**config.mk**
```make
export PLATFORM = sky130hd
export DESIGN_NAME = hvd_isqrt
export DESIGN_NICKNAME = d
export VERILOG_FILES = /design/src/sv/hvd_pkg.sv /design/src/sv/hvd_isqrt.sv
export SDC_FILE = /design/constraint.sdc
export NUM_CORES = 2
export LEC_CHECK = 0
export BUFFER_PORTS_ARGS = -buffer_cell sky130_fd_sc_hd__buf_2
export CORE_ASPECT_RATIO = 1.2
export CORE_MARGIN = 4
export CORE_UTILIZATION = 60
export CTS_CLUSTER_SIZE = 16
export DETAILED_ROUTE_END_ITERATION = 10
export PLACE_DENSITY = 0.76
export SLEW_MARGIN = 25
export SYNTH_ARGS = -nofsm -noshare
export SYNTH_HDL_FRONTEND = slang
export SYNTH_MEMORY_MAX_BITS = 65536
export SYNTH_SLANG_ARGS = --single-unit
```
**constraint.sdc**
```tcl
create_clock -name clk -period 4.05 [get_ports clk]
set_input_delay 0.2025 -clock clk [delete_from_list [all_inputs] [get_ports clk]]
set_output_delay 0.2025 -clock clk [all_outputs]
set_load 0.02 [all_outputs]
```
**src/sv/hvd_pkg.sv**
```systemverilog
// shared constants, types and helper functions for the haversine distance pipeline
package hvd_pkg;

  localparam int ANGLE_FRAC_BITS = 20;
  localparam int DIST_FRAC_BITS  = 8;
  localparam int CORDIC_STAGES   = 24;

  localparam int LAT_W     = 28;
  localparam int LON_W     = 29;
  localparam int DIST_W    = 23;
  localparam int ANG_W     = 30;
  localparam int XY_W      = 35;
  localparam int Z_W       = 33;
  localparam int CFG_W     = 29;
  localparam int CFG_IDX_W = 2;

  localparam logic [CFG_IDX_W-1:0] CFG_QUERY_LAT = 2'd0;
  localparam logic [CFG_IDX_W-1:0] CFG_QUERY_LON = 2'd1;

  localparam logic [31:0] PI_Q30  = 32'd3373259426;
  localparam int          EARTH_R = 6371;
  localparam int          ARC_SCALE = 2 * EARTH_R;
  localparam int          PROD_W  = 46;

  // divide by 45 as a multiply by ceil(2^43 / 45), exact for numerators below 2^37
  localparam int               DIV_BITS    = 40;
  localparam int               RECIP_W     = 38;
  localparam int               RECIP_SHIFT = 43;
  localparam logic [RECIP_W-1:0] RECIP_45  = 38'd195468733827;

  localparam int SQRT_STEPS = 32;

  typedef logic signed [XY_W-1:0] xy_t;
  typedef logic signed [Z_W-1:0]  ang_t;

  localparam xy_t GAIN_INV = 35'sd652032874;
  localparam logic [30:0] ONE_Q30 = 31'h4000_0000;

  localparam logic [63:0] CAP_FULL =
    ((64'(PI_Q30) * 64'(EARTH_R)) << DIST_FRAC_BITS) >> 30;
  localparam logic [DIST_W-1:0] OUT_MAX = '1;
  localparam logic [DIST_W-1:0] DIST_CAP =
    (CAP_FULL > 64'(OUT_MAX)) ? OUT_MAX : CAP_FULL[DIST_W-1:0];

  // atan(2^-i) in q30 radians
  function automatic ang_t atan_q30(input int i);
    case (i)
      0:  atan_q30 = 33'sd843314857;
      1:  atan_q30 = 33'sd497837829;
      2:  atan_q30 = 33'sd263043837;
      3:  atan_q30 = 33'sd133525159;
      4:  atan_q30 = 33'sd67021687;
      5:  atan_q30 = 33'sd33543516;
      6:  atan_q30 = 33'sd16775851;
      7:  atan_q30 = 33'sd8388437;
      8:  atan_q30 = 33'sd4194283;
      9:  atan_q30 = 33'sd2097149;
      10: atan_q30 = 33'sd1048576;
      11: atan_q30 = 33'sd524288;
      12: atan_q30 = 33'sd262144;
      13: atan_q30 = 33'sd131072;
      14: atan_q30 = 33'sd65536;
      15: atan_q30 = 33'sd32768;
      16: atan_q30 = 33'sd16384;
      17: atan_q30 = 33'sd8192;
      18: atan_q30 = 33'sd4096;
      19: atan_q30 = 33'sd2048;
      20: atan_q30 = 33'sd1024;
      21: atan_q30 = 33'sd512;
      22: atan_q30 = 33'sd256;
      23: atan_q30 = 33'sd128;
      24: atan_q30 = 33'sd64;
      25: atan_q30 = 33'sd32;
      26: atan_q30 = 33'sd16;
      27: atan_q30 = 33'sd8;
      28: atan_q30 = 33'sd4;
      29: atan_q30 = 33'sd2;
      30: atan_q30 = 33'sd1;
      31: atan_q30 = 33'sd1;
      default: atan_q30 = '0;
    endcase
  endfunction

  // q30 product, rounded, floor shift
  function automatic xy_t mul_q30(input xy_t a, input xy_t b);
    logic signed [2*XY_W-1:0] p;
    p = a * b;
    p = p + ((2*XY_W)'(1) <<< 29);
    mul_q30 = XY_W'(p >>> 30);
  endfunction

endpackage

```
**src/sv/hvd_isqrt.sv**
```systemverilog
// pipelined integer floor square root, one result bit per stage
module hvd_isqrt (
  input  logic        clk,
  input  logic        rst_n,
  input  logic        en,
  input  logic        in_vld,
  input  logic [63:0] in_n,
  output logic        out_vld,
  output logic [31:0] out_root
);
  import hvd_pkg::*;

  localparam int S = SQRT_STEPS;

  logic [63:0] rm_r  [0:S];
  logic [63:0] rs_r  [0:S];
  logic        vld_r [0:S];
  logic [63:0] rm_nxt [0:S-1];
  logic [63:0] rs_nxt [0:S-1];

  always_ff @(posedge clk) begin
    if (!rst_n) begin
      vld_r[0] <= 1'b0;
    end else if (en) begin
      vld_r[0] <= in_vld;
    end
  end

  always_ff @(posedge clk) begin
    if (en) begin
      rm_r[0] <= in_n;
      rs_r[0] <= '0;
    end
  end

  for (genvar k = 0; k < S; k++) begin : g_step
    localparam logic [63:0] BIT = 64'd1 << (2 * (S - 1 - k));

    always_comb begin
      logic [63:0] t;
      t = rs_r[k] + BIT;
      if (rm_r[k] >= t) begin
        rm_nxt[k] = rm_r[k] - t;
        rs_nxt[k] = (rs_r[k] >> 1) + BIT;
      end else begin
        rm_nxt[k] = rm_r[k];
        rs_nxt[k] = rs_r[k] >> 1;
      end
    end

    always_ff @(posedge clk) begin
      if (!rst_n) begin
        vld_r[k+1] <= 1'b0;
      end else if (en) begin
        vld_r[k+1] <= vld_r[k];
      end
    end

    always_ff @(posedge clk) begin
      if (en) begin
        rm_r[k+1] <= rm_nxt[k];
        rs_r[k+1] <= rs_nxt[k];
      end
    end
  end

  assign out_vld  = vld_r[S];
  assign out_root = rs_r[S][31:0];

endmodule

```
======== Word level (Yosys, flattened, before mapping) ========
Memories as Yosys holds them, arrays and structs flattened.
Index checks and enable logic that the tools add are counted.
storage, ports and cells
  word-level logic and storage cells ...... 266
  input bits .............................. 68
  bits in registers ....................... 0
  memories ................................ 3
  memory bits (writable) .................. 4,257
cells by class
  mux-type cells .......................... 102
  $add $sub $neg .......................... 96
  order comparisons ....................... 32
  bitwise logic cells ..................... 33
memories
  name   words  width  rd ports  clocked after Yosys merged registers in  wr ports  RTL line         source
  rm_r   33     64     32        0                                        33        hvd_isqrt.sv:15  logic [63:0] rm_r [0:S];
  rs_r   33     64     33        0                                        33        hvd_isqrt.sv:16  logic [63:0] rs_r [0:S];
  vld_r  33     1      33        0                                        33        hvd_isqrt.sv:17  logic vld_r [0:S];
operators by type and width
  cell                                             number
  2-to-1 mux 64 bit                                64
  >= comparator 64 bit                             32
  subtractor 64 bit                                32
  adder 63 x 1 -> 64 bit (second input constant)   1
  adder 63 x 11 -> 64 bit (second input constant)  1
  adder 63 x 13 -> 64 bit (second input constant)  1
  adder 63 x 15 -> 64 bit (second input constant)  1
  adder 63 x 17 -> 64 bit (second input constant)  1
  adder 63 x 19 -> 64 bit (second input constant)  1
  adder 63 x 21 -> 64 bit (second input constant)  1
  adder 63 x 23 -> 64 bit (second input constant)  1
  adder 63 x 25 -> 64 bit (second input constant)  1
  adder 63 x 27 -> 64 bit (second input constant)  1
  adder 63 x 29 -> 64 bit (second input constant)  1
  adder 63 x 3 -> 64 bit (second input constant)   1
  adder 63 x 31 -> 64 bit (second input constant)  1
  adder 63 x 33 -> 64 bit (second input constant)  1
  adder 63 x 35 -> 64 bit (second input constant)  1
  adder 63 x 37 -> 64 bit (second input constant)  1
  adder 63 x 39 -> 64 bit (second input constant)  1
  adder 63 x 41 -> 64 bit (second input constant)  1
  adder 63 x 43 -> 64 bit (second input constant)  1
  adder 63 x 45 -> 64 bit (second input constant)  1
  adder 63 x 47 -> 64 bit (second input constant)  1
  other kinds (45)                                 114

======== Logic depth before layout (Yosys ltp) ========
  word-level depth ........................ 4
  gate-level depth with buffers ........... 15
  depth with buffers taken out ............ 12

======== Worst setup path before layout ========
No wires, ideal clock.
  path kind ............................... reg-to-reg
  start point ............................. mem rm_r[25][49] (netlist: rm_r[0][1649])
  end point ............................... mem rm_r[26][23] (netlist: rm_r[0][1687]) (data pin)
  period minus slack after synthesis ...... 3.449 ns
  setup time .............................. 0.254 ns
  path buffers ............................ 1
  data required time ...................... 3.796 ns
  stages on the path, launching flop included .. 11
  slack ................................... 0.601 ns
  data arrival time ....................... 3.195 ns
  path through ............................ edfxtp_1 or3_4 or4_4 or3_4 or3_1 or3_1 a311oi_2 and2_4 buf_12 a211oi_1 a21o_1
RTL lines
  what         RTL line
  from (decl)  hvd_isqrt.sv:15

==> results.md <==
- The setup fix buffers added after clock tree synthesis is 0.
- Setup repair after global routing left no endpoint under its margin.
- The global-route total usage across every layer is 31.66%.
- Entering global routing, the biggest net connects 163 pins.
- The congestion estimate from routability-driven global placement came to 1.041.
- The startpoint type of the worst setup path is a flop.
- Net switching is 29.83% of the power.
- The maximum cell stage delay along the critical path is 0.58 ns.
- The post-synthesis cell type with the largest combined area is edfxtp_1.
- The critical path goes through or4_1 > or4_1 > nor3_1 > nand2_1 > or3_1 > or3_1 > buf_4 > buf_4 > nor2_2 > buf_12 > inv_1 > nor2_1 > a21oi_1.
- The number of distinct library cells after synthesis is 96.
- The most utilized layer in the global route result is met2.
- Leaving out fill and tap cells, the most frequent cell in the layout is edfxtp_1.
- For the final routed database, the setup TNS stands at 0 ns.
- For this run, design rule violations remaining after detail routing come to 0.
- The worst path in the final design needs a cycle of 3.848 ns, including I/O delays and setup.
- The slowest stage cell on the critical path is or4_1.
- The number of rows created at floorplan is 182.
- The headroom to the max-slew limit is 32.88%.
- The routed design has 345000 µm of wire.
- The share of total power dissipated in the clock network is 31.5%.
- Synthesis produced 9840 cells.
- Across the run, the number of max-cap violations was 0.
- Setup violations remaining at the end of the flow were counted as 0.
- The clock root buffer master is clkbuf_16.
- Averaged over all synthesized cells, the footprint is 12.63 µm².
- The async set-or-reset flop fraction in the synthesized netlist is 0%.
- For this design the top-level I/O count stands at 101.
- The worst path uses 95.01% of the clock period.
- The pre-antenna-repair detailed-routing pass consisted of 6 iterations.
- The internal power of the cells totals 0.05587 W.
- The post-route netlist has 8.726% of its cells at a drive strength greater than 1.
- The area used by multi-input combinational logic is 42610 µm².
- The critical path data required time is 4.71 ns.
- The H-tree depth is 5.
- The cell family contributing the most delay on the critical path is simple AND/OR/NAND/NOR gates.
- The ratio of routed vias to standard cells is 6.183.
- The clock insertion delay at the later pin of the skew report is 0.95 ns.
- For met2 alone, demand over resource in global routing was 57.61%.
- The data arrival time of the worst path is 4.50 ns.
- The netlist area before placement is 124300 µm².
- The top cell type by area accounts for 63.00% of the synthesized area.
- For this run, the leading register cell type out of synthesis is edfxtp_1.
- The chip height is 506.6 µm.
- The reported leakage power is 53.07 nW.
- The main combinational cell family by area after synthesis is simple AND/OR/NAND/NOR gates.
- The full die area is 214600 µm².
- The quantity of I/O buffers inserted on ports is 100.
- The number of warnings issued by yosys is 0.
- Per report_power, the combinational group accounts for 21.4% of the total.
- The ratio of total power to cell area is 569.3 nW/µm².
- The met1 track demand over resource in global routing is 32.30%.
- The maximum fanout along the worst path is 40.
- The path class of the lowest-slack min-delay path is input pin to flop.
- The kind of critical path is flop to flop.
- After legalization and detailed placement, the total HPWL measured 255000 µm.
- In the layout the commonest cells are edfxtp_1 (2608), nor2_1 (712), inv_1 (696).
- The final max-slew violation count is 0.
- The first-pass GRT wire length is 508900 µm.
- Sequential cells burn 47.1% of the power.
- Setup slack on the worst reg-to-reg path comes out at 0.20 ns.
- The total overflow reported by the global router is 0.
- The number of nets produced by synthesis is 10470.
- After detailed placement, the design holds a cell count of 12750.
- The area of the core is 205600 µm².
- The XOR/XNOR share of the synthesized area is 6.179%.
- The initial antenna violation count is 9.
- Dividing the detail-routed wire length by the instance count gives 25.83 µm.
- The peak supply drop is 0.5323 mV.
- For the pin with the worst max-slew slack, the measured transition is 1.007 ns.
- TritonCTS created 277 clock buffers.
- The maximum number of buffers from clock root to sink is 4.
- The initial standard-cell utilization of the core is 60.46%.
- After the flow finishes, the layout carries non-filler instances totaling 13360.
- The minimum hold slack is 0.3086 ns.
- Synthesis inferred 2609 register bits.
- CTS saw 2609 sinks.
- Summing the areas of all and, or, nand and nor instances in the mapped netlist gives 12.39% of the synthesized area.
- The type of destination of the critical path is a flop.
- The number of buffers and inverters on the critical path is 4.
- The compound-gate portion of the synthesized area is 9.173%.
- In the post-synthesis netlist, the biggest area contributors are edfxtp_1 (63%), ha_1 (5.6%), xnor2_1 (3.5%).
- Counting the fill cells in the layout gives 14330.
- The clock skew after layout is 0.06782 ns.
- The sequential standard cell area is 78340 µm².
- The number of failing hold endpoints at the final stage is 0.
- The iteration-0 DRC count of the detailed router is 7157.
- The flow ran to the end, and the final reports show no timing, DRC or antenna violations.
- The fmax is 259.9 MHz.
- The synthesis-to-finish area growth is 12.51%.
- The count of vias placed by the detailed router is 82570.
- The number of global-route vias before repair was 82550.
- After synthesis, flip-flops and latches occupy 63.01% of the total area.
- For this run, global-route usage on met3 was measured as 5.163%.
- The number of nets still failing antenna checks after routing is 0.
- The synthesized netlist devotes 5.616% of its cell area to adder and majority cells.
- Clock-pin slew was measured on the worst setup and hold paths at 0.07 ns.
- TritonCTS built the clock tree.
- Of the post-synthesis cell area, the part taken by muxes is 0.8615%.
- The die is 423.5 µm wide.
- The number of flops mapped to enable cells by yosys is 2608.
- At the end of the flow, the number of nets in the layout was 11030.
- The switching power is 0.02375 W.
## worst min-delay path, delay by kind of cell
| family | cells | cell delay [ns] |
|---|---|---|
| buffers and inverters | 2 | 0.79 |
| AND/OR/NAND/NOR | 1 | 0.19 |
## power groups by stage
stage | combinational, W | sequential, W | clock (W)
floorplan | 0.0118 | 0.0361 | 0
finish | 0.0171 | 0.0375 | 0.0251
global placement | 0.0163 | 0.0378 | 0
detailed placement | 0.0166 | 0.0378 | 0
global route | 0.0187 | 0.0377 | 0.0266
CTS | 0.0168 | 0.0373 | 0.0253
## metrics by stage
stage               cell area [µm²]  util, %  power, W  worst slack (ns)
floorplan                    124300        -   0.04782            0.6012
global placement             129700    63.09   0.05410          -0.04501
detailed placement           129700    63.09   0.05441          0.005495
CTS                          139800    68.00   0.07943           0.02429
global route                 139900    68.02   0.08291           0.01121
finish                       139900    68.02   0.07962            0.2021
## synthesized netlist by cell type (15+ instances only)
library cell	count
nand4b_1	31
and3_1	82
o21a_1	96
nor3b_1	19
o31ai_1	42
buf_1	18
and2_1	46
nor2b_1	83
inv_1	696
a211o_1	24
xnor2_1	491
and4_1	23
or2_2	48
a31oi_1	53
nor4b_1	51
nand2_1	562
a211oi_1	54
mux2_2	88
or3_1	105
edfxtp_1	2608
clkbuf_1	171
o41ai_1	16
ha_1	558
o22ai_1	16
o21bai_1	47
nor2_1	713
a21oi_1	632
o21ai_0	384
xor2_1	386
nor3_1	263
nand2b_1	116
nand3b_1	31
o211ai_1	34
a21boi_0	18
or4_1	58
nand4_1	176
a21o_1	244
nand3_1	172
nor4_1	346
a2111oi_0	15
## layer usage
layer | wire (µm) | up-vias
li1 | - | 38000
met1 | 114300 | 40370
met2 | 179300 | 3161
met3 | 18780 | 1047
met4 | 32680 | 4
met5 | 27 | -
## path summary, 6_finish.rpt
kind | startpoint | cells past startpoint | end
setup / recovery | rm_r[0][1267] | 13 | rm_r[0][1305]
hold / removal | rst_n | 3 | vld_r[32]
setup reg to reg | rm_r[0][1267] | 13 | rm_r[0][1305]
hold reg to reg | rm_r[0][589] | 0 | rm_r[0][653]
## state kept, by name, indices dropped and copies added (netlist names)
signal,cells
rs_r,528
rm_r,2048
vld_r,33
## timing repair
action,CTS,global route
gates resized for setup,1,5
hold buffers,132,0
endpoints found under the setup margin,5,31
endpoints found under the hold margin,181,0
## layout make-up
type | count | share of cell area (%)
inverter | 699 | 1.878
sequential | 2609 | 56.00
clock buffer | 333 | 5.182
clock inverter | 136 | 1.078
timing repair buffer | 480 | 2.913
tap | 2760 | 2.469
multi-input combinational | 6332 | 30.47
antenna | 6 | 0.01073
## kinds of logic (layout without fill, tap and decap cells)
group | count (synthesis) | count (layout)
xor+xnor | 877 | 877
simple gates | 2973 | 2973
flops | 2609 | 2609
mux | 96 | 96
other cells | 0 | 6
fa+ha+maj | 558 | 558
compound gates | 1828 | 1828
buf+inv | 899 | 1648
(Power assumes the default switching activity.)
